**config.mk**
```make
export PLATFORM = sky130hd
export DESIGN_NAME = line_voxel_generator_3d
export DESIGN_NICKNAME = d
export VERILOG_FILES = /design/src/design/lvg3d_pkg.sv /design/src/design/lvg3d_setup.sv /design/src/design/lvg3d_stepper.sv /design/src/design/line_voxel_generator_3d.sv
export SDC_FILE = /design/constraint.sdc
export NUM_CORES = 1
export LEC_CHECK = 0
export ABC_AREA = 1
export BUFFER_PORTS_ARGS = -buffer_cell sky130_fd_sc_hd__buf_2
export CORE_MARGIN = 5
export CORE_UTILIZATION = 30
export DETAILED_ROUTE_END_ITERATION = 16
export GPL_ROUTABILITY_DRIVEN = 0
export PLACE_DENSITY_LB_ADDON = 0.08
export SLEW_MARGIN = 25
export SYNTH_ARGS = -nofsm -noshare
export SYNTH_HDL_FRONTEND = slang
export SYNTH_SLANG_ARGS = --single-unit
```
**constraint.sdc**
```tcl
create_clock -name clk -period 10.65 [get_ports clk]
set_clock_uncertainty 0.05 [all_clocks]
set_input_delay 1.065 -clock clk [delete_from_list [all_inputs] [get_ports clk]]
set_output_delay 1.065 -clock clk [all_outputs]
set_load 0.01 [all_outputs]
```
**src/design/lvg3d_pkg.sv**
```systemverilog
// lvg3d_pkg: types, widths and axis helpers for the 3d line voxel generator
// depends on nothing; used by every module of the block
`timescale 1ns / 1ps

package lvg3d_pkg;

  localparam int COORD_BITS = 6;
  localparam int DELTA_BITS = COORD_BITS + 1;
  localparam int ERR_BITS   = COORD_BITS + 3;

  typedef logic [COORD_BITS-1:0] coord_t;
  typedef logic [DELTA_BITS-1:0] delta_t;
  typedef logic signed [ERR_BITS-1:0] err_t;

  typedef enum logic [1:0] {
    AXIS_X = 2'd0,
    AXIS_Y = 2'd1,
    AXIS_Z = 2'd2
  } axis_t;

  typedef struct packed {
    coord_t start_x;
    coord_t start_y;
    coord_t start_z;
    coord_t end_x;
    coord_t end_y;
    coord_t end_z;
  } req_t;

  typedef struct packed {
    coord_t voxel_x;
    coord_t voxel_y;
    coord_t voxel_z;
    logic   last_point;
  } res_t;

  typedef struct packed {
    axis_t                 major;
    logic [2:0]            neg;
    logic [2:0][DELTA_BITS-1:0] twice;
    err_t                  err_first;
    err_t                  err_second;
    coord_t                target;
    logic [2:0][COORD_BITS-1:0] origin;
  } setup_t;

  function automatic axis_t minor_first(axis_t maj);
    axis_t r;
    unique case (maj)
      AXIS_X:  r = AXIS_Y;
      AXIS_Y:  r = AXIS_X;
      AXIS_Z:  r = AXIS_X;
      default: r = AXIS_Y;
    endcase
    return r;
  endfunction

  function automatic axis_t minor_second(axis_t maj);
    axis_t r;
    unique case (maj)
      AXIS_X:  r = AXIS_Z;
      AXIS_Y:  r = AXIS_Z;
      AXIS_Z:  r = AXIS_Y;
      default: r = AXIS_Z;
    endcase
    return r;
  endfunction

  function automatic delta_t pick_delta(logic [2:0][DELTA_BITS-1:0] v, axis_t a);
    delta_t r;
    unique case (a)
      AXIS_X:  r = v[0];
      AXIS_Y:  r = v[1];
      AXIS_Z:  r = v[2];
      default: r = v[0];
    endcase
    return r;
  endfunction

  function automatic coord_t pick_coord(logic [2:0][COORD_BITS-1:0] v, axis_t a);
    coord_t r;
    unique case (a)
      AXIS_X:  r = v[0];
      AXIS_Y:  r = v[1];
      AXIS_Z:  r = v[2];
      default: r = v[0];
    endcase
    return r;
  endfunction

  function automatic err_t widen_delta(delta_t d);
    return $signed({{(ERR_BITS-DELTA_BITS){1'b0}}, d});
  endfunction

endpackage

```
**src/design/lvg3d_setup.sv**
```systemverilog
// lvg3d_setup: per-line setup, deltas, step signs, major axis, initial errors
// depends on lvg3d_pkg
`timescale 1ns / 1ps

module lvg3d_setup (
  input  lvg3d_pkg::req_t   request,
  output lvg3d_pkg::setup_t setup
);

  logic [2:0][lvg3d_pkg::COORD_BITS-1:0] s_pt;
  logic [2:0][lvg3d_pkg::COORD_BITS-1:0] e_pt;
  logic [2:0][lvg3d_pkg::COORD_BITS-1:0] ad;
  logic [2:0][lvg3d_pkg::DELTA_BITS-1:0] tw;
  logic [2:0]                            neg;
  lvg3d_pkg::axis_t                      maj;
  lvg3d_pkg::err_t                       half_major;

  always_comb begin
    s_pt = {request.start_z, request.start_y, request.start_x};
    e_pt = {request.end_z, request.end_y, request.end_x};
    for (int i = 0; i < 3; i++) begin
      neg[i] = e_pt[i] < s_pt[i];
      ad[i]  = neg[i] ? (s_pt[i] - e_pt[i]) : (e_pt[i] - s_pt[i]);
      tw[i]  = {ad[i], 1'b0};
    end

    priority if (tw[0] >= tw[1] && tw[0] >= tw[2]) begin
      maj = lvg3d_pkg::AXIS_X;
    end else if (tw[1] >= tw[2]) begin
      maj = lvg3d_pkg::AXIS_Y;
    end else begin
      maj = lvg3d_pkg::AXIS_Z;
    end

    half_major = $signed({3'b000, lvg3d_pkg::pick_coord(ad, maj)});

    setup.major      = maj;
    setup.neg        = neg;
    setup.twice      = tw;
    setup.err_first  = lvg3d_pkg::widen_delta(
                         lvg3d_pkg::pick_delta(tw, lvg3d_pkg::minor_first(maj))) - half_major;
    setup.err_second = lvg3d_pkg::widen_delta(
                         lvg3d_pkg::pick_delta(tw, lvg3d_pkg::minor_second(maj))) - half_major;
    setup.target     = lvg3d_pkg::pick_coord(e_pt, maj);
    setup.origin     = s_pt;
  end

endmodule

```
**src/design/lvg3d_stepper.sv**
```systemverilog
// lvg3d_stepper: shared step unit, current voxel and error terms, one step a cycle while advance is high
// depends on lvg3d_pkg
`timescale 1ns / 1ps

module lvg3d_stepper (
  input  logic                                  clk,
  input  logic                                  load,
  input  logic                                  advance,
  input  lvg3d_pkg::setup_t                     setup,
  output logic [2:0][lvg3d_pkg::COORD_BITS-1:0] pos,
  output logic                                  last
);

  lvg3d_pkg::axis_t                      major;
  logic [2:0]                            neg;
  logic [2:0][lvg3d_pkg::DELTA_BITS-1:0] twice;
  lvg3d_pkg::err_t                       err_first;
  lvg3d_pkg::err_t                       err_second;
  lvg3d_pkg::coord_t                     target;

  lvg3d_pkg::axis_t                      m1;
  lvg3d_pkg::axis_t                      m2;
  lvg3d_pkg::err_t                       a_maj;
  logic                                  step1;
  logic                                  step2;
  logic [2:0]                            move;
  logic [2:0][lvg3d_pkg::COORD_BITS-1:0] pos_next;
  lvg3d_pkg::err_t                       err_first_next;
  lvg3d_pkg::err_t                       err_second_next;

  always_comb begin
    m1    = lvg3d_pkg::minor_first(major);
    m2    = lvg3d_pkg::minor_second(major);
    a_maj = lvg3d_pkg::widen_delta(lvg3d_pkg::pick_delta(twice, major));
    step1 = !err_first[lvg3d_pkg::ERR_BITS-1];
    step2 = !err_second[lvg3d_pkg::ERR_BITS-1];
    err_first_next  = err_first - (step1 ? a_maj : '0)
                    + lvg3d_pkg::widen_delta(lvg3d_pkg::pick_delta(twice, m1));
    err_second_next = err_second - (step2 ? a_maj : '0)
                    + lvg3d_pkg::widen_delta(lvg3d_pkg::pick_delta(twice, m2));
    for (int i = 0; i < 3; i++) begin
      move[i] = (2'(i) == major) || (2'(i) == m1 && step1) || (2'(i) == m2 && step2);
      pos_next[i] = pos[i];
      if (move[i]) begin
        pos_next[i] = neg[i] ? (pos[i] - 1'b1) : (pos[i] + 1'b1);
      end
    end
    last = lvg3d_pkg::pick_coord(pos, major) == target;
  end

  always_ff @(posedge clk) begin
    if (load) begin
      major      <= setup.major;
      neg        <= setup.neg;
      twice      <= setup.twice;
      err_first  <= setup.err_first;
      err_second <= setup.err_second;
      target     <= setup.target;
      pos        <= setup.origin;
    end else if (advance) begin
      err_first  <= err_first_next;
      err_second <= err_second_next;
      pos        <= pos_next;
    end
  end

endmodule

```
**src/design/line_voxel_generator_3d.sv**
```systemverilog
// line_voxel_generator_3d: top level, sequencer and result register
// depends on lvg3d_pkg, lvg3d_setup, lvg3d_stepper
//
//   channel   handshake         payload            direction
//   request   start / busy      request (req_t)    in
//   result    strobe            result (res_t)     out
//
// a line of N voxels (N = max |delta| + 1, at most 64) keeps busy high from the
// accepting edge through its last step, one voxel stepped per cycle by the
// shared step unit; a new item is taken only once busy has dropped, in idle.
// each voxel is registered into result and shows for one cycle.
// rst is synchronous; it returns the block to idle with no strobe.
// the receiver cannot stall, so nothing is held back on the result side.
`timescale 1ns / 1ps

module line_voxel_generator_3d (
  input  logic            clk,
  input  logic            rst,
  input  logic            start,
  output logic            busy,
  input  lvg3d_pkg::req_t request,
  output logic            strobe,
  output lvg3d_pkg::res_t result
);

  typedef enum logic [1:0] {
    ST_IDLE = 2'b01,
    ST_WALK = 2'b10
  } state_t;

  state_t                                state;
  state_t                                state_next;
  lvg3d_pkg::setup_t                     setup;
  logic [2:0][lvg3d_pkg::COORD_BITS-1:0] pos;
  logic                                  last;
  logic                                  accept;
  logic                                  walking;

  lvg3d_setup u_setup (
    .request (request),
    .setup   (setup)
  );

  lvg3d_stepper u_stepper (
    .clk     (clk),
    .load    (accept),
    .advance (walking && !last),
    .setup   (setup),
    .pos     (pos),
    .last    (last)
  );

  assign walking = state == ST_WALK;
  assign busy    = walking;
  assign accept  = start && !busy;

  always_comb begin
    state_next = state;
    unique case (state)
      ST_IDLE: begin
        if (accept) state_next = ST_WALK;
      end
      ST_WALK: begin
        if (last) state_next = ST_IDLE;
      end
      default: state_next = ST_IDLE;
    endcase
  end

  always_ff @(posedge clk) begin
    if (rst) begin
      state  <= ST_IDLE;
      strobe <= 1'b0;
    end else begin
      state  <= state_next;
      strobe <= walking;
    end
  end

  always_ff @(posedge clk) begin
    if (walking) begin
      result.voxel_x    <= pos[0];
      result.voxel_y    <= pos[1];
      result.voxel_z    <= pos[2];
      result.last_point <= last;
    end
  end

  a_strobe_from_walk: assert property (@(posedge clk) disable iff (rst)
    strobe |-> $past(walking))
    else $error("strobe without a walk step");

  a_accept_starts_walk: assert property (@(posedge clk) disable iff (rst)
    accept |=> busy)
    else $error("accepted item did not start a walk");

  a_last_ends_walk: assert property (@(posedge clk) disable iff (rst)
    (strobe && result.last_point) |-> !busy)
    else $error("walk continues after last voxel");

  a_mid_keeps_walk: assert property (@(posedge clk) disable iff (rst)
    (strobe && !result.last_point) |-> busy)
    else $error("walk ended before last voxel");

endmodule

```
==> impl_metrics.env <==
export IMPL_result_of_the_run="completed"
export IMPL_clock_insertion_delay_worst_skew_ns=0.35
export IMPL_post_route_cell_area_mm2=0.00875
export IMPL_core_area_mm2=0.0260
export IMPL_cellInternalPower_mw=1.45
export IMPL_setup_worst_path_start="request[30]"
export IMPL_sequentialPowerShare=0.192
export IMPL_num_nets_final=1174
export IMPL_chip_width_um=172
export IMPL_wl_mm=22.6
export IMPL_synth_async_sr_flop_share=0
export IMPL_min_delay_start="u_stepper.pos[6]"
export IMPL_drv_max_cap_violation_count=0
export IMPL_max_vdd_ir_drop_mv=0.170
export IMPL_die_h_um=172
export IMPL_first_iter_violations=425
export IMPL_post_cts_setup_buffer_count=0
export IMPL_antenna_found_initial=2
export IMPL_path_common_cell="sky130_fd_sc_hd__nand2_1"
export IMPL_setup_ws_ns=4.90
export IMPL_power_frac_comb=0.698
export IMPL_grt_util_all_layers=0.158
export IMPL_port_buffer_count=59
export IMPL_drt_vias_per_instance=4.57
export IMPL_drv_slew=0
export IMPL_max_slew_worst_pin_slew_ns=0.941
export IMPL_timing_critical_path_buf_inv=5
export IMPL_seq_area_frac_synth=0.320
export IMPL_number_of_failing_setup_endpoints_in_the_final_timing_report=0
export IMPL_clockBufferDepth=2
export IMPL_post_synth_main_area_contributors="sky130_fd_sc_hd__edfxtp_1 31%, sky130_fd_sc_hd__ha_1 14%, sky130_fd_sc_hd__nand2_1 13%"
export IMPL_die_area_mm2=0.0297
export IMPL_clock_fmax_ghz=0.174
export IMPL_post_synth_top_count_cell="sky130_fd_sc_hd__nand2_1"
export IMPL_antennaDiodeCount=0
export IMPL_placedInstanceArea_mm2=0.00846
export IMPL_post_cts_resize_count=0
export IMPL_cts_root_buffer_cell="sky130_fd_sc_hd__clkbuf_16"
export IMPL_yosys_most_used_dff="sky130_fd_sc_hd__edfxtp_1"
export IMPL_filler_cell_count=2801
export IMPL_switching_power_mw=1.45
export IMPL_worstSetupEndpointType="register"
export IMPL_number_of_vias_after_detailed_routing=6228
export IMPL_ys_ff_latch=85
export IMPL_vias_in_the_first_global_route=6074
export IMPL_cpLargestDelayFamily="simple AND/OR/NAND/NOR gates"
export IMPL_syn_nets=1126
export IMPL_tritoncts="yes"
export IMPL_globalRouteOverflowTotal=0
export IMPL_worst_path_largest_cell_delay_ns=0.55
export IMPL_hp_class="reg2reg"
export IMPL_p_leak_nw=4.27
export IMPL_timing_final_crit_share=0.540
export IMPL_finalCriticalPeriod_ns=5.75
export IMPL_synth_edf_count=82
export IMPL_post_synth_top_area_fraction=0.312
export IMPL_p_total_mw=2.90
export IMPL_clock_share_of_power=0.111
export IMPL_setup_worst_path_start_class="input port"
export IMPL_synth_cells_most_frequent="274 x sky130_fd_sc_hd__nand2_1, 158 x sky130_fd_sc_hd__inv_1, 88 x sky130_fd_sc_hd__ha_1"
export IMPL_path_max_fanout=16
export IMPL_worst_slew_margin_rel=0.366
export IMPL_post_place_ws_ns=4.52
export IMPL_rows=59
export IMPL_grt_start_max_net_pins=47
export IMPL_cts_sink_count=85
export IMPL_arrival_ns=5.81
export IMPL_hold_violation_total_from_the_final_report=0
export IMPL_ys_warn_count=0
export IMPL_ys_types=44
export IMPL_worstSetupPathType="in2reg"
export IMPL_drtAntennaViolNets=0
export IMPL_floorplan_io_pins=60
export IMPL_timing_hold_ws_ns=0.447
export IMPL_first_pass_grt_wire_length_mm=35.5
export IMPL_power_density_cell_area_mw_per_mm2=331
export IMPL_syn_to_final_growth_pct=10.8
export IMPL_critical_path_required_ns=10.71
export IMPL_grt_setup_unrepaired="no"
export IMPL_post_synth_cell_area_avg_um2=8.10
export IMPL_cts_hold_repair_buffers=0
export IMPL_drtPass1Iterations=5
export IMPL_synth_largest_area_cell="sky130_fd_sc_hd__edfxtp_1"
export IMPL_path_clk_slew_ns=0.07
export IMPL_syn_cell_area_mm2=0.00789
export IMPL_drc_errors=0
export IMPL_synthesis_instances=974
export IMPL_ctsHtreeMaxLevel=3
export IMPL_setup_tns_final_ns=0
export IMPL_route_detailed_wl_per_inst_um=16.6
export IMPL_layout_drive_gt1_share=0.124
export IMPL_worst_path_max_delay_cell="sky130_fd_sc_hd__fa_1"
export IMPL_floorplan_initialDensity=0.304
export IMPL_cts_inserted_buffers=9
export IMPL_dp_hpwl_mm=18.7
export IMPL_r2r_start="u_stepper.major[0]"
export IMPL_power_switching_fraction=0.500
-- cells in the final DEF, fill, tap and decap left out, types with 13 or more instances in the layout --
cell / synthesis / routed
sky130_fd_sc_hd__inv_1: 158 / 157
sky130_fd_sc_hd__nand2_1: 274 / 274
sky130_fd_sc_hd__fa_1: 25 / 25
sky130_fd_sc_hd__nand3_1: 48 / 48
sky130_fd_sc_hd__a21oi_1: 42 / 42
sky130_fd_sc_hd__nand2_2: 13 / 13
sky130_fd_sc_hd__ha_1: 88 / 88
sky130_fd_sc_hd__nor2_1: 28 / 27
sky130_fd_sc_hd__buf_2: 7 / 59
sky130_fd_sc_hd__xor2_1: 19 / 19
sky130_fd_sc_hd__xnor2_1: 19 / 19
sky130_fd_sc_hd__edfxtp_1: 82 / 82
sky130_fd_sc_hd__o21ai_0: 53 / 53
-- cell families after synthesis --
| family | after synthesis | synth area share |
|---|---|---|
| compound gates | 145 | 0.105 |
| fa+ha+maj | 113 | 0.203 |
| xor+xnor | 38 | 0.0422 |
| flops | 85 | 0.320 |
| buf+inv | 192 | 0.103 |
| simple gates | 401 | 0.227 |
-- per-stage QoR --
step,std cells,utilization
global placement,1346,0.326
floorplan,974,-
detailed placement,1346,0.326
CTS,1362,0.337
global route,1362,0.337
finish,1362,0.337
-- power by group through the flow --
stage / clock, mW / sequential, mW / combinational [mW]
global placement: 0 / 0.563 / 2.04
detailed placement: 0 / 0.563 / 2.03
finish: 0.321 / 0.554 / 2.02
floorplan: 0 / 0.546 / 1.57
global route: 0.347 / 0.565 / 2.34
CTS: 0.331 / 0.555 / 2.05
-- registers in the layout, summed over array words and instances (netlist names) --
signal	flops
result	19
u_stepper.neg	3
u_stepper.err_first	8
state	2
u_stepper.err_second	8
u_stepper.pos	18
u_stepper.major	2
u_stepper.twice	18
strobe	1
u_stepper.target	6
-- cell type report --
class | instances | area (um2) | area share
clock buffer | 9 | 225 | 0.0257
tap | 335 | 419 | 0.0479
clock inverter | 7 | 65.1 | 0.00744
multi-input combinational | 697 | 4560 | 0.521
inverter | 166 | 633 | 0.0724
sequential | 85 | 2520 | 0.288
timing repair buffer | 63 | 325 | 0.0372
-- routing by layer --
metal,GRT usage,share of wire
met1,0.240,0.53
met2,0.238,0.42
met3,0.0242,0.030
met4,0.0369,0.015
met5,0,0.00053
-- final timing paths --
kind | to | slack [ns] | cells past startpoint
worst max-delay path | u_stepper.err_first[6] | 4.90 | 31
worst min-delay path | result[7] | 0.45 | 0
worst max register to register | u_stepper.err_first[7] | 6.48 | 15
worst min register to register | result[7] | 0.45 | 0
No activity file was read; power rests on OpenSTA's default activity.
